File: src/rtl/core/lsbc_pkg.sv
// lsbc_pkg: types, codes and byte constants for the LaTeX syntax byte classifier.
// No dependencies; used by the top module and lsbc_lex under rtl/core.
`timescale 1ns / 1ps

package lsbc_pkg;

	// input word: one raw byte, last-byte flag
	typedef struct packed {
		logic [7:0] text_byte;
		logic       range_end;
	} text_word_t;

	// output word: classified byte
	typedef struct packed {
		logic [7:0] styled_byte;
		logic [2:0] style_class;
		logic       range_done;
	} styled_word_t;

	typedef enum logic [2:0] {
		CLS_DEFAULT = 3'd0,
		CLS_COMMENT = 3'd1,
		CLS_COMMAND = 3'd2,
		CLS_ENV     = 3'd3,
		CLS_BRACE   = 3'd4,
		CLS_MATH    = 3'd5,
		CLS_NUMBER  = 3'd6,
		CLS_SPECIAL = 3'd7
	} class_t;

	typedef enum logic [2:0] {
		MODE_NORMAL    = 3'd0,
		MODE_COMMENT   = 3'd1,
		MODE_CMD_START = 3'd2,
		MODE_CMD_WORD  = 3'd3,
		MODE_MATH_OPEN = 3'd4,
		MODE_MATH_BODY = 3'd5,
		MODE_MATH_TAIL = 3'd6,
		MODE_ENV       = 3'd7
	} mode_t;

	// sequencer: take bytes, release a closed name, or replay an unclosed one
	typedef enum logic [1:0] {
		SEQ_RUN = 2'd0,
		SEQ_REL = 2'd1,
		SEQ_RPL = 2'd2
	} seq_t;

	// \begin / \end prefix matcher codes
	localparam logic [2:0] MATCH_NONE = 3'd0;
	localparam logic [2:0] MATCH_B    = 3'd1;
	localparam logic [2:0] MATCH_BE   = 3'd2;
	localparam logic [2:0] MATCH_BEG  = 3'd3;
	localparam logic [2:0] MATCH_BEGI = 3'd4;
	localparam logic [2:0] MATCH_FULL = 3'd5;
	localparam logic [2:0] MATCH_E    = 3'd6;
	localparam logic [2:0] MATCH_EN   = 3'd7;

	localparam logic [7:0] CH_NL      = 8'h0A;
	localparam logic [7:0] CH_HASH    = 8'h23;
	localparam logic [7:0] CH_DOLLAR  = 8'h24;
	localparam logic [7:0] CH_PERCENT = 8'h25;
	localparam logic [7:0] CH_AMP     = 8'h26;
	localparam logic [7:0] CH_STAR    = 8'h2A;
	localparam logic [7:0] CH_0       = 8'h30;
	localparam logic [7:0] CH_9       = 8'h39;
	localparam logic [7:0] CH_AT      = 8'h40;
	localparam logic [7:0] CH_UC_A    = 8'h41;
	localparam logic [7:0] CH_UC_Z    = 8'h5A;
	localparam logic [7:0] CH_LBRACK  = 8'h5B;
	localparam logic [7:0] CH_BSLASH  = 8'h5C;
	localparam logic [7:0] CH_RBRACK  = 8'h5D;
	localparam logic [7:0] CH_CARET   = 8'h5E;
	localparam logic [7:0] CH_USCORE  = 8'h5F;
	localparam logic [7:0] CH_LC_A    = 8'h61;
	localparam logic [7:0] CH_LC_B    = 8'h62;
	localparam logic [7:0] CH_LC_D    = 8'h64;
	localparam logic [7:0] CH_LC_E    = 8'h65;
	localparam logic [7:0] CH_LC_G    = 8'h67;
	localparam logic [7:0] CH_LC_I    = 8'h69;
	localparam logic [7:0] CH_LC_N    = 8'h6E;
	localparam logic [7:0] CH_LC_Z    = 8'h7A;
	localparam logic [7:0] CH_LBRACE  = 8'h7B;
	localparam logic [7:0] CH_RBRACE  = 8'h7D;
	localparam logic [7:0] CH_TILDE   = 8'h7E;

	typedef struct packed {
		mode_t      mode;
		logic [2:0] word_match;
		logic       math_double;
		logic       math_esc;
	} lex_state_t;

	// lexer step result toward the sequencer
	typedef struct packed {
		logic   emit;
		class_t cls;
		logic   wr;
		logic   close;
		logic   replay;
	} lex_out_t;

	localparam lex_state_t LEX_RESET = '{
		mode:        MODE_NORMAL,
		word_match:  MATCH_NONE,
		math_double: 1'b0,
		math_esc:    1'b0
	};

endpackage

File: src/rtl/core/latex_syntax_byte_classifier_top.sv
// latex_syntax_byte_classifier_top: byte stream in, classified byte stream out.
// Depends on lsbc_pkg, lsbc_ram and lsbc_lex.
`timescale 1ns / 1ps

// Classifies LaTeX text one byte per word. Input words carry a byte and a
// last-byte flag; each output word carries a byte, its 3-bit style class and
// a done flag on the range's last byte, in text order. Plain bytes do not
// stall the input while the output queue has room. After \begin{ or \end{
// the name bytes are written to a NAME_MAX-entry name RAM and produce
// nothing until the name ends. A closing brace then releases the n held
// bytes as environment plus the brace: the input is stalled while the RAM
// read starts, the n held bytes are read out and the brace is sent. A name
// cut off by a newline, the last byte of the range or overflow is replayed
// through the lexer from the RAM, followed by the byte that ended it, under
// the same stall; a \begin{ or \end{ inside the replayed bytes can
// start a further, shorter replay, which adds its own stall. Output stalls
// lengthen all of these. The RAM read port and the single lexer cause these
// stalls. Results pass through a two-word output queue, so input is taken
// while one finished word still waits downstream. After the last byte of a
// range all lexer state returns to its reset value. There is no clearing
// pass: only entries written since the name opened are ever read.

module latex_syntax_byte_classifier_top #(
	parameter int NAME_MAX = 60
) (
	input  logic                      clk,
	input  logic                      arst_n,
	input  logic                      byte_valid,
	output logic                      byte_stall,
	input  lsbc_pkg::text_word_t      byte_word,
	output logic                      class_valid,
	input  logic                      class_stall,
	output lsbc_pkg::styled_word_t    class_word
);

	localparam int CW = $clog2(NAME_MAX + 1);
	localparam int AW = (NAME_MAX > 1) ? $clog2(NAME_MAX) : 1;

	// sequencer and lexer state
	lsbc_pkg::seq_t       seq_q, seq_d;
	lsbc_pkg::lex_state_t lex_q, lex_d, lex_nxt;
	logic [CW-1:0]        count_q, count_d, count_nxt;
	logic [CW-1:0]        len_q, len_d;     // bytes held when name ended
	logic [CW-1:0]        ptr_q, ptr_d;     // next RAM entry to read
	logic                 rdv_s1, rdv_d;    // RAM read data is pending
	logic [7:0]           trig_q, trig_d;   // byte that ended the name
	logic                 tlast_q, tlast_d;

	// output queue, two words
	lsbc_pkg::styled_word_t q_q [2];
	logic                   wp_q, rp_q;
	logic [1:0]             qcnt_q;
	logic                   space, pop, push;
	lsbc_pkg::styled_word_t push_word;

	// lexer feed
	logic               feed_en, feed_last, fin;
	logic [7:0]         feed_byte;
	lsbc_pkg::lex_out_t lo;

	// RAM
	logic          re;
	logic [7:0]    rdata;
	logic          consume, clr;

	assign space       = (qcnt_q != 2'd2);
	assign consume     = rdv_s1 && space;
	assign pop         = class_valid && !class_stall;
	assign class_valid = (qcnt_q != 2'd0);
	assign class_word  = q_q[rp_q];
	assign byte_stall  = !(seq_q == lsbc_pkg::SEQ_RUN && space);

	// pick the byte the lexer sees this cycle
	always_comb begin
		feed_en   = 1'b0;
		feed_byte = rdata;
		feed_last = 1'b0;
		fin       = 1'b0;
		unique case (seq_q)
			lsbc_pkg::SEQ_RUN: begin
				feed_en   = byte_valid && space;
				feed_byte = byte_word.text_byte;
				feed_last = byte_word.range_end;
			end
			lsbc_pkg::SEQ_RPL: begin
				if (consume) begin
					feed_en = 1'b1;
				end else if (ptr_q == len_q && !rdv_s1 && space) begin
					// replayed name done; re-lex the byte that ended it
					feed_en   = 1'b1;
					feed_byte = trig_q;
					feed_last = tlast_q;
					fin       = 1'b1;
				end
			end
			lsbc_pkg::SEQ_REL: begin
				feed_en = 1'b0;
			end
			default: begin
				feed_en = 1'b0;
			end
		endcase
	end

	lsbc_lex #(
		.NAME_MAX(NAME_MAX)
	) u_lex (
		.st     (lex_q),
		.count  (count_q),
		.b      (feed_byte),
		.last   (feed_last),
		.nst    (lex_nxt),
		.ncount (count_nxt),
		.lo     (lo)
	);

	lsbc_ram #(
		.WIDTH(8),
		.DEPTH(NAME_MAX)
	) u_name_ram (
		.clk   (clk),
		.we    (feed_en && lo.wr),
		.waddr (count_q[AW-1:0]),
		.wdata (feed_byte),
		.re    (re),
		.raddr (ptr_q[AW-1:0]),
		.rdata (rdata)
	);

	// sequencer next state
	always_comb begin
		seq_d     = seq_q;
		lex_d     = lex_q;
		count_d   = count_q;
		len_d     = len_q;
		ptr_d     = ptr_q;
		rdv_d     = rdv_s1;
		trig_d    = trig_q;
		tlast_d   = tlast_q;
		re        = 1'b0;
		push      = 1'b0;
		push_word = '0;
		clr       = 1'b0;

		if (feed_en) begin
			lex_d   = lex_nxt;
			count_d = count_nxt;
			if (lo.emit) begin
				push      = 1'b1;
				push_word = '{styled_byte: feed_byte, style_class: lo.cls,
					range_done: feed_last};
			end
		end

		// stream held bytes out of the RAM; one read in flight
		if (seq_q != lsbc_pkg::SEQ_RUN) begin
			if (ptr_q != len_q && (!rdv_s1 || consume)) begin
				re    = 1'b1;
				ptr_d = CW'(ptr_q + 1'b1);
				rdv_d = 1'b1;
			end else if (consume) begin
				rdv_d = 1'b0;
			end
		end

		unique case (seq_q)
			lsbc_pkg::SEQ_RUN: begin
				if (feed_en) begin
					if (lo.close || lo.replay) begin
						seq_d   = lo.close ? lsbc_pkg::SEQ_REL : lsbc_pkg::SEQ_RPL;
						len_d   = count_q;
						ptr_d   = '0;
						trig_d  = feed_byte;
						tlast_d = feed_last;
					end else begin
						clr = feed_last;
					end
				end
			end
			lsbc_pkg::SEQ_REL: begin
				if (consume) begin
					push      = 1'b1;
					push_word = '{styled_byte: rdata, style_class: lsbc_pkg::CLS_ENV,
						range_done: 1'b0};
				end else if (ptr_q == len_q && !rdv_s1 && space) begin
					push      = 1'b1;
					push_word = '{styled_byte: trig_q, style_class: lsbc_pkg::CLS_BRACE,
						range_done: tlast_q};
					seq_d     = lsbc_pkg::SEQ_RUN;
					clr       = tlast_q;
				end
			end
			lsbc_pkg::SEQ_RPL: begin
				if (fin) begin
					if (lo.replay) begin
						// nested name cut off again: replay the shorter one
						len_d = count_q;
						ptr_d = '0;
					end else begin
						seq_d = lsbc_pkg::SEQ_RUN;
						clr   = tlast_q;
					end
				end
			end
			default: begin
				seq_d = lsbc_pkg::SEQ_RUN;
			end
		endcase

		if (clr) begin
			lex_d   = lsbc_pkg::LEX_RESET;
			count_d = '0;
		end
	end

	always_ff @(posedge clk or negedge arst_n) begin
		if (!arst_n) begin
			seq_q   <= lsbc_pkg::SEQ_RUN;
			lex_q   <= lsbc_pkg::LEX_RESET;
			count_q <= '0;
			len_q   <= '0;
			ptr_q   <= '0;
			rdv_s1  <= 1'b0;
			wp_q    <= 1'b0;
			rp_q    <= 1'b0;
			qcnt_q  <= 2'd0;
		end else begin
			seq_q   <= seq_d;
			lex_q   <= lex_d;
			count_q <= count_d;
			len_q   <= len_d;
			ptr_q   <= ptr_d;
			rdv_s1  <= rdv_d;
			if (push) begin
				wp_q <= ~wp_q;
			end
			if (pop) begin
				rp_q <= ~rp_q;
			end
			unique case ({push, pop})
				2'b10:   qcnt_q <= qcnt_q + 2'd1;
				2'b01:   qcnt_q <= qcnt_q - 2'd1;
				default: qcnt_q <= qcnt_q;
			endcase
		end
	end

	always_ff @(posedge clk) begin
		trig_q  <= trig_d;
		tlast_q <= tlast_d;
		if (push) begin
			q_q[wp_q] <= push_word;
		end
	end

endmodule

File: src/rtl/core/lsbc_ram.sv
// lsbc_ram: generic single-write, single-read RAM with registered read data.
// No dependencies.
`timescale 1ns / 1ps

module lsbc_ram #(
	parameter int WIDTH = 8,
	parameter int DEPTH = 60
) (
	input  logic                                     clk,
	input  logic                                     we,
	input  logic [(DEPTH > 1 ? $clog2(DEPTH) : 1)-1:0] waddr,
	input  logic [WIDTH-1:0]                         wdata,
	input  logic                                     re,
	input  logic [(DEPTH > 1 ? $clog2(DEPTH) : 1)-1:0] raddr,
	output logic [WIDTH-1:0]                         rdata
);

	logic [WIDTH-1:0] mem [DEPTH];

	always_ff @(posedge clk) begin
		if (we) begin
			mem[waddr] <= wdata;
		end
		if (re) begin
			rdata <= mem[raddr];
		end
	end

endmodule

File: src/rtl/core/lsbc_lex.sv
// lsbc_lex: one lexer step on one byte; next state, class and name-store control.
// Depends on lsbc_pkg.
`timescale 1ns / 1ps

module lsbc_lex #(
	parameter int NAME_MAX = 60
) (
	input  lsbc_pkg::lex_state_t              st,
	input  logic [$clog2(NAME_MAX+1)-1:0]     count,
	input  logic [7:0]                        b,
	input  logic                              last,
	output lsbc_pkg::lex_state_t              nst,
	output logic [$clog2(NAME_MAX+1)-1:0]     ncount,
	output lsbc_pkg::lex_out_t                lo
);

	localparam int CW = $clog2(NAME_MAX + 1);

	function automatic logic is_letter(input logic [7:0] c);
		return (c >= lsbc_pkg::CH_LC_A && c <= lsbc_pkg::CH_LC_Z) ||
			(c >= lsbc_pkg::CH_UC_A && c <= lsbc_pkg::CH_UC_Z) || c == lsbc_pkg::CH_AT;
	endfunction

	function automatic lsbc_pkg::class_t norm_class(input logic [7:0] c);
		lsbc_pkg::class_t r;
		if (c == lsbc_pkg::CH_PERCENT) r = lsbc_pkg::CLS_COMMENT;
		else if (c == lsbc_pkg::CH_BSLASH) r = lsbc_pkg::CLS_COMMAND;
		else if (c == lsbc_pkg::CH_DOLLAR) r = lsbc_pkg::CLS_MATH;
		else if (c == lsbc_pkg::CH_LBRACE || c == lsbc_pkg::CH_RBRACE ||
			c == lsbc_pkg::CH_LBRACK || c == lsbc_pkg::CH_RBRACK) r = lsbc_pkg::CLS_BRACE;
		else if (c >= lsbc_pkg::CH_0 && c <= lsbc_pkg::CH_9) r = lsbc_pkg::CLS_NUMBER;
		else if (c == lsbc_pkg::CH_AMP || c == lsbc_pkg::CH_TILDE || c == lsbc_pkg::CH_CARET ||
			c == lsbc_pkg::CH_USCORE || c == lsbc_pkg::CH_HASH) r = lsbc_pkg::CLS_SPECIAL;
		else r = lsbc_pkg::CLS_DEFAULT;
		return r;
	endfunction

	function automatic lsbc_pkg::mode_t norm_mode(input logic [7:0] c);
		lsbc_pkg::mode_t r;
		if (c == lsbc_pkg::CH_PERCENT) r = lsbc_pkg::MODE_COMMENT;
		else if (c == lsbc_pkg::CH_BSLASH) r = lsbc_pkg::MODE_CMD_START;
		else if (c == lsbc_pkg::CH_DOLLAR) r = lsbc_pkg::MODE_MATH_OPEN;
		else r = lsbc_pkg::MODE_NORMAL;
		return r;
	endfunction

	function automatic logic [2:0] advance(input logic [2:0] m, input logic [7:0] c);
		logic [2:0] r;
		r = lsbc_pkg::MATCH_NONE;
		if (m == lsbc_pkg::MATCH_B && c == lsbc_pkg::CH_LC_E) r = lsbc_pkg::MATCH_BE;
		if (m == lsbc_pkg::MATCH_BE && c == lsbc_pkg::CH_LC_G) r = lsbc_pkg::MATCH_BEG;
		if (m == lsbc_pkg::MATCH_BEG && c == lsbc_pkg::CH_LC_I) r = lsbc_pkg::MATCH_BEGI;
		if (m == lsbc_pkg::MATCH_BEGI && c == lsbc_pkg::CH_LC_N) r = lsbc_pkg::MATCH_FULL;
		if (m == lsbc_pkg::MATCH_E && c == lsbc_pkg::CH_LC_N) r = lsbc_pkg::MATCH_EN;
		if (m == lsbc_pkg::MATCH_EN && c == lsbc_pkg::CH_LC_D) r = lsbc_pkg::MATCH_FULL;
		return r;
	endfunction

	logic in_body;   // math body rules apply to this byte
	logic dbl;       // math width as seen by the body rules

	always_comb begin
		nst       = st;
		ncount    = count;
		lo        = '0;
		lo.cls    = lsbc_pkg::CLS_DEFAULT;
		in_body   = 1'b0;
		dbl       = st.math_double;
		unique case (st.mode)
			lsbc_pkg::MODE_COMMENT: begin
				lo.emit = 1'b1;
				if (b == lsbc_pkg::CH_NL) begin
					lo.cls   = norm_class(b);
					nst.mode = norm_mode(b);
				end else begin
					lo.cls = lsbc_pkg::CLS_COMMENT;
				end
			end
			lsbc_pkg::MODE_CMD_START: begin
				lo.emit = 1'b1;
				if (is_letter(b)) begin
					lo.cls   = lsbc_pkg::CLS_COMMAND;
					nst.mode = lsbc_pkg::MODE_CMD_WORD;
					nst.word_match = (b == lsbc_pkg::CH_LC_B) ? lsbc_pkg::MATCH_B :
						((b == lsbc_pkg::CH_LC_E) ? lsbc_pkg::MATCH_E : lsbc_pkg::MATCH_NONE);
				end else if (b != lsbc_pkg::CH_NL) begin
					lo.cls   = lsbc_pkg::CLS_COMMAND;
					nst.mode = lsbc_pkg::MODE_NORMAL;
				end else begin
					lo.cls   = norm_class(b);
					nst.mode = norm_mode(b);
				end
			end
			lsbc_pkg::MODE_CMD_WORD: begin
				lo.emit = 1'b1;
				if (is_letter(b)) begin
					lo.cls = lsbc_pkg::CLS_COMMAND;
					nst.word_match = advance(st.word_match, b);
				end else if (b == lsbc_pkg::CH_STAR) begin
					lo.cls   = lsbc_pkg::CLS_COMMAND;
					nst.word_match = lsbc_pkg::MATCH_NONE;
					nst.mode = lsbc_pkg::MODE_NORMAL;
				end else if (st.word_match == lsbc_pkg::MATCH_FULL && b == lsbc_pkg::CH_LBRACE) begin
					lo.cls   = lsbc_pkg::CLS_BRACE;
					nst.word_match = lsbc_pkg::MATCH_NONE;
					nst.mode = lsbc_pkg::MODE_ENV;
					ncount   = '0;
				end else begin
					nst.word_match = lsbc_pkg::MATCH_NONE;
					lo.cls   = norm_class(b);
					nst.mode = norm_mode(b);
				end
			end
			lsbc_pkg::MODE_MATH_OPEN: begin
				nst.mode     = lsbc_pkg::MODE_MATH_BODY;
				nst.math_esc = 1'b0;
				if (b == lsbc_pkg::CH_DOLLAR) begin
					lo.emit         = 1'b1;
					lo.cls          = lsbc_pkg::CLS_MATH;
					nst.math_double = 1'b1;
				end else begin
					nst.math_double = 1'b0;
					dbl             = 1'b0;
					in_body         = 1'b1;
				end
			end
			lsbc_pkg::MODE_MATH_BODY: begin
				in_body = 1'b1;
			end
			lsbc_pkg::MODE_MATH_TAIL: begin
				lo.emit  = 1'b1;
				lo.cls   = lsbc_pkg::CLS_MATH;
				nst.mode = lsbc_pkg::MODE_NORMAL;
			end
			lsbc_pkg::MODE_ENV: begin
				if (b == lsbc_pkg::CH_RBRACE) begin
					lo.close = 1'b1;
					ncount   = '0;
					nst.mode = lsbc_pkg::MODE_NORMAL;
				end else if (b == lsbc_pkg::CH_NL || count >= CW'(NAME_MAX) || last) begin
					lo.replay = 1'b1;
					ncount    = '0;
					nst.mode  = lsbc_pkg::MODE_NORMAL;
				end else begin
					lo.wr  = 1'b1;
					ncount = CW'(count + 1'b1);
				end
			end
			lsbc_pkg::MODE_NORMAL: begin
				lo.emit  = 1'b1;
				lo.cls   = norm_class(b);
				nst.mode = norm_mode(b);
			end
		endcase

		// math body; escape flag is clear when entered from the open state
		if (in_body) begin
			lo.emit = 1'b1;
			lo.cls  = lsbc_pkg::CLS_MATH;
			if (nst.math_esc) begin
				nst.math_esc = 1'b0;
			end else if (b == lsbc_pkg::CH_NL) begin
				lo.cls   = norm_class(b);
				nst.mode = norm_mode(b);
			end else if (b == lsbc_pkg::CH_BSLASH) begin
				nst.math_esc = 1'b1;
			end else if (b == lsbc_pkg::CH_DOLLAR) begin
				nst.mode = dbl ? lsbc_pkg::MODE_MATH_TAIL : lsbc_pkg::MODE_NORMAL;
			end
		end
	end

endmodule

File: config.mk
export PLATFORM = sky130hd
export DESIGN_NAME = latex_syntax_byte_classifier_top
export DESIGN_NICKNAME = d
export VERILOG_FILES = /design/src/rtl/core/lsbc_pkg.sv /design/src/rtl/core/latex_syntax_byte_classifier_top.sv /design/src/rtl/core/lsbc_ram.sv /design/src/rtl/core/lsbc_lex.sv
export SDC_FILE = /design/constraint.sdc
export NUM_CORES = 1
export LEC_CHECK = 0
export BUFFER_PORTS_ARGS = -buffer_cell sky130_fd_sc_hd__buf_2
export CELL_PAD_IN_SITES_DETAIL_PLACEMENT = 0
export CELL_PAD_IN_SITES_GLOBAL_PLACEMENT = 1
export CORE_UTILIZATION = 25
export CTS_BUF_LIST = sky130_fd_sc_hd__clkbuf_4 sky130_fd_sc_hd__clkbuf_8
export CTS_CLUSTER_DIAMETER = 150
export CTS_CLUSTER_SIZE = 12
export DETAILED_ROUTE_END_ITERATION = 7
export GPL_ROUTABILITY_DRIVEN = 0
export PLACE_DENSITY_LB_ADDON = 0.12
export SLEW_MARGIN = 20
export SYNTH_ARGS = -nofsm -noshare
export SYNTH_HDL_FRONTEND = slang
export SYNTH_SLANG_ARGS = --single-unit
File: constraint.sdc
create_clock -name clk -period 5.2 [get_ports clk]
set_input_delay 1.04 -clock clk [delete_from_list [all_inputs] [get_ports clk]]
set_output_delay 1.04 -clock clk [all_outputs]
set_load 0.03 [all_outputs]
After elaboration in Yosys (flattened, before gate mapping)
Memory sizes are Yosys's and may differ from the RTL's. A register that Yosys moved wholly into a read port is not among the register bits.
Index checks and enable logic that the tools add are counted.
W data, S select, Z words.
- muxes and demuxes: 127
- order comparisons: 7
- bitwise logic cells: 2
- reductions and logical operators: 52
- add/sub/neg operators: 4
- eq/ne operators: 54
- operator list (operator ; count):
    $eq A8 B7 Y1 const B ; 15
    $mux W3 ; 38
    $mux W6 ; 19
    $mux W12 ; 5
    $eq A8 B6 Y1 const B ; 5
    $mux W1 ; 36
    $pmux W6 S2 ; 3
    $mux W8 ; 4
    $eq A3 B3 Y1 const B ; 8
    $pmux W4 S6 ; 1
    $pmux W3 S7 ; 1
    $mux W2 ; 10
    $logic_and A1 B1 Y1 ; 18
    $ge A8 B7 Y1 const B ; 2
    $le A8 B7 Y1 const B ; 2
    $pmux W8 S2 ; 1
    $ne A2 B2 Y1 const B ; 7
    $reduce_bool A2 Y1 ; 7
    $logic_or A1 B1 Y1 ; 13
    $add A6 B1 Y6 const B ; 2
    $eq A3 B2 Y1 const B ; 4
    $reduce_and A5 Y1 ; 2
    $eq A8 B4 Y1 const B ; 1
    $ge A8 B6 Y1 const B ; 1
    other kinds (27) ; 41
- output and inout port bits: 14
- word-level logic and storage cells: 262
- memories: 2
- input port bits: 13
- RAM bits: 504
- register bits: 42
- memories (name ; depth ; width ; read ports ; clocked after Yosys merged registers in ; wr ports ; line ; text):
    u_name_ram.mem ; 60 ; 8 ; 1 ; 1 ; 1 ; lsbc_ram.sv:18 ; logic [WIDTH-1:0] mem [DEPTH];
    q_q ; 2 ; 12 ; 1 ; 0 ; 1 ; latex_syntax_byte_classifier_top.sv:50 ; lsbc_pkg::styled_word_t q_q [2];

Depth between registers and ports, before layout
- depth in word-level cells: 29
- depth in mapped cells: 13
- depth with buffers taken out: 10

Cells and area by module
Synthesis repeated with hierarchy kept, for this count alone.
- cell total of the unflattened synthesis: 1337
- area, all modules: 23297.3 um^2
- by module, submodules not included (module ; instances ; area each (um^2) ; sequential area each (um^2) ; cells an instance):
    lsbc_ram ; 1 ; 19024.5 ; 14654.1 ; 890
    latex_syntax_byte_classifier_top ; 1 ; 3266.9 ; 1816.7 ; 284
    lsbc_lex ; 1 ; 1006.0 ; 0.0 ; 163

Worst setup path after synthesis
Ideal clock, no wire load.
- path type: register to register
- start point: register ptr_q[1]
- end point: memory u_name_ram.mem[17][0], enable pin
- period minus slack after synthesis: 4.388 ns
- library setup time: 0.370 ns
- arrival time: 4.018 ns
- slack: 0.812 ns
- stages on the path, launching flop included: 14
- cell sequence: dfrtp_1 > buf_2 > xor2_1 > nor4_4 > and3_1 > buf_4 > a221oi_4 > inv_1 > nor4_2 > a21oi_2 > nand4_1 > or4_1 > buf_2 > nor2_1
- longest elaborated chain between the ends: 15
- elaborated cells on any way between the ends: 22
- classes of those cells: eq/ne: 3; mux: 14; reduce/logical: 5
- ends and longest elaborated chain (item ; line ; text):
    start: declaration ; latex_syntax_byte_classifier_top.sv:44 ; logic [CW-1:0] ptr_q, ptr_d;
    start signal: assignment ; latex_syntax_byte_classifier_top.sv:232 ; ptr_q <= ptr_d;
    $eq A6 B6 Y1 * ; latex_syntax_byte_classifier_top.sv:88 ; end else if (ptr_q == len_q && !rdv_s1 && space) begin
    $logic_and A1 B1 Y1 * (2 in a row) ; latex_syntax_byte_classifier_top.sv:88 ;
    $mux W8 * ; latex_syntax_byte_classifier_top.sv:88 ;
    $mux W8 * ; latex_syntax_byte_classifier_top.sv:86 ; if (consume) begin
    $pmux W8 S2 * ; latex_syntax_byte_classifier_top.sv:79 ; unique case (seq_q)
    net feed_byte[4] ; latex_syntax_byte_classifier_top.sv:58 ; logic [7:0] feed_byte;
    $eq A8 B4 Y1 ; lsbc_lex.sv:140 ; end else if (b == lsbc_pkg::CH_NL || count >= CW'(NAME_MAX) || last) begin
    $logic_or A1 B1 Y1 (2 in a row) ; lsbc_lex.sv:140 ;
    $mux W1 ; lsbc_lex.sv:140 ;
    $mux W1 * ; lsbc_lex.sv:136 ; if (b == lsbc_pkg::CH_RBRACE) begin
    $mux W3 * ; lsbc_lex.sv:69 ; unique case (st.mode)
    $logic_and A1 B1 Y1 * ; latex_syntax_byte_classifier_top.sv:122 ; .we (feed_en && lo.wr),
    $mux W1 * ; lsbc_ram.sv:21 ; if (we) begin
    $mux W1 (implied by the code) * ; lsbc_ram.sv:22 ; mem[waddr] <= wdata;
    end: declaration ; lsbc_ram.sv:18 ;
Mark *: on every way through the listed nets, which the timed path passes. The rest lies on a longest branch.

Worst setup path after layout
- start point: register ptr_q[1]
- end point: memory u_name_ram.mem[57][4], enable pin
The elaborated chain is that of the path after synthesis.

==> metrics <==
port buffer count 26; final core utilization 28.53%; Setup TNS Final 0 ps; crit path DAT 5130 ps; crit path from ptr_q[1]; Initial Utilization 25.40%; NumNets Final 1395; CTS tree built; Clock Skew 31.39 ps; Setup WS pre-CTS 352.7 ps; Setup crit end u_name_ram.mem[57][4]; worst-margin pin slew 916.0 ps; total gr overflow 0; RSZ-0062 raised after global routing no; DRT antenna net count 0; post-synthesis sequential area ratio 71.48%; Yosys reg bits 554; highest clock rate 0.2075 GHz; first-pass GRT wire length 94880 µm; CP Max Fanout 11; # Post-CTS Setup Buffers 0; DIE HEIGHT 305.6 µm; # Max-Cap Violations 0; relative slew slack 38.42%; Final Non-Filler Cells 2575; Final HPWL DP 40640 µm; Initial DRT Pass Iterations 5; Avg Inst Size Synth 17.92 µm²; routed vias 12.26k; Tmin final 4820 ps; total wire length 65370 µm; largest net degree at the start of global routing 110; worst r2r path cells 11; Critical R2R Capture u_name_ram.mem[57][4]; most frequent cells in the layout edfxtp_1 (521), mux4_2 (116), nor2_1 (112), buf_4 (80), mux2i_1 (54); status complete, no violations; vias in the first global route 12.79k; synth warn 0; Leak 7.933 nW; Critical Path End Type flip-flop; final worst-path cycle share 92.69%; worst reg2reg path startpoint ptr_q[1]; Longest Clk Path Bufs 3; fin worst setup slack 380.0 ps; WHS 442.1 ps; fillcell total 8976; Std-Cell Rows 110; final instance area 25870 µm²; CTS Root Cell clkbuf_8; top_reg_cell synth edfxtp_1; die area 93390 µm²; Crit Path Class flip-flop to flip-flop; Worst R2R Setup Slack 380 ps; area delta synth->final 12.29%; Design Power 8.767 mW; htree depth 2; final hold violation count 0; Syn Inst Count 1286; register clock-pin slew on the reported worst setup and hold paths 90 ps; IO Pins 27; Post-synth EDFFs 521; clock latency on the worst-skew pair 700 ps; Die Wd 305.6 µm; post-CTS sizing 0; antenna violations before repair 5; Worst setup SP type flip-flop; Clock Sinks 554; Inst Count DP 2501; gr usage total 14.02%; Avg WL per Cell 25.39 µm; Synthesized Nets 1302; commonest non-fill, non-tap cell in the layout edfxtp_1; share of flip-flops with an asynchronous set or reset 5.957%; # setup viols final 0; placed inst area 24990 µm²; First DRT Iteration DRCs 930; distinct cell type count of the synthesized netlist 76; cts-stage hold buffer count 0; Pwr Density 338.8 nW/µm²; Mapped Area 23040 µm²; fraction of layout instances using a drive strength above 1 24.98%; Critical Path RT 5510 ps; maximum vdd ir drop 0.1474 mV; final max-slew violation count 0; core area 90700 µm²; Hold WC Path Type input pin to async pin; drt drc 0; via density per instance 4.760; CTS buffer count 52
-- cell type report --
class                      instances  area (µm²)  share of cell area (%)
tap                             1176        1471                   5.687
antenna                            2       5.005                 0.01934
clock inverter                     4       46.29                  0.1789
sequential                       554       16480                   63.68
timing repair buffer             107       750.7                   2.901
clock buffer                      68       835.8                   3.230
multi-input combinational        648        6225                   24.06
inverter                          16       62.56                  0.2418
-- logic make-up after synthesis --
group                    synth area share (%)
AO/OA/AOI/OAI                           6.147
multiplexers                            14.63
adder cells (fa/ha/maj)                0.1629
AND/OR/NAND/NOR                         5.468
flip-flops                              71.48
buffers and inverters                   1.504
XOR/XNOR                               0.6082
-- registers in the layout, summed over array words and instances (netlist names) --
| register | flops |
|---|---|
| count_q | 6 |
| len_q | 6 |
| lex_q | 8 |
| ptr_q | 6 |
| q_q | 24 |
| qcnt_q | 2 |
| rdv_s1 | 1 |
| rp_q | 1 |
| seq_q | 2 |
| tlast_q | 1 |
| trig_q | 8 |
| u_name_ram.mem | 480 |
| u_name_ram.rdata | 8 |
| wp_q | 1 |
-- how the worst min path moves through the flow --
stage | cells after the start | startpoint | end | slack [ps]
floorplan | 1 | wp_q | wp_q | 460
global placement | 1 | wp_q | wp_q | 480
finish | 1 | arst_n | wp_q | 440
CTS | 1 | arst_n | wp_q | 420
detailed placement | 1 | wp_q | wp_q | 490
global route | 1 | arst_n | wp_q | 490
-- per-layer routing --
metal,up-vias,global-route usage [%],routed length (µm)
met5,-,0,20
met4,2,3.623,1389
met3,82,2.011,2273
met2,253,22.25,30410
met1,6509,20.03,31280
li1,5412,-,-
-- synth_stat cells, drive strengths merged, types with 4 or more instances --
master | count | share of area [%]
mux2i | 54 | 2.3
nand2 | 45 | 0.73
a22oi | 13 | 0.42
nand2b | 6 | 0.16
a221oi | 5 | 0.49
a311oi | 6 | 0.36
o221ai | 13 | 0.49
mux4 | 116 | 11
nor3 | 14 | 0.33
dfrtp | 33 | 3.6
o211ai | 4 | 0.13
xor2 | 9 | 0.34
nand3b | 6 | 0.20
a21o | 5 | 0.16
or4 | 4 | 0.13
nand4 | 16 | 0.43
and2 | 4 | 0.11
buf | 29 | 0.60
o22ai | 14 | 0.38
mux2 | 18 | 0.94
nand3 | 20 | 0.43
a211oi | 4 | 0.15
nor2 | 112 | 1.8
a21oi | 36 | 0.85
and3 | 5 | 0.14
inv | 14 | 0.24
xnor2 | 7 | 0.27
clkbuf | 39 | 0.64
a31oi | 11 | 0.30
a22o | 8 | 0.30
edfxtp | 521 | 68
nor4 | 11 | 0.51
o21ai | 32 | 0.70
o32ai | 7 | 0.27
-- power breakdown --
group	leakage (nW)	internal, mW	switching, mW
combinational	2.33	0.334	0.721
sequential	5.14	5.05	0.0971
clock	0.467	1.04	1.52
total	7.93	6.43	2.34
-- critical path, cell delays in order, from the launching register on --
cell	delay (ps)
dfrtp_4	500
xor2_1	190
nor4_4	560
and3_1	570
a221oi_1	150
buf_4	220
inv_2	70
nor4_2	50
a21oi_2	300
nand4_1	230
or4_1	860
nor2_1	730
No activity file was read; power rests on OpenSTA's default activity.
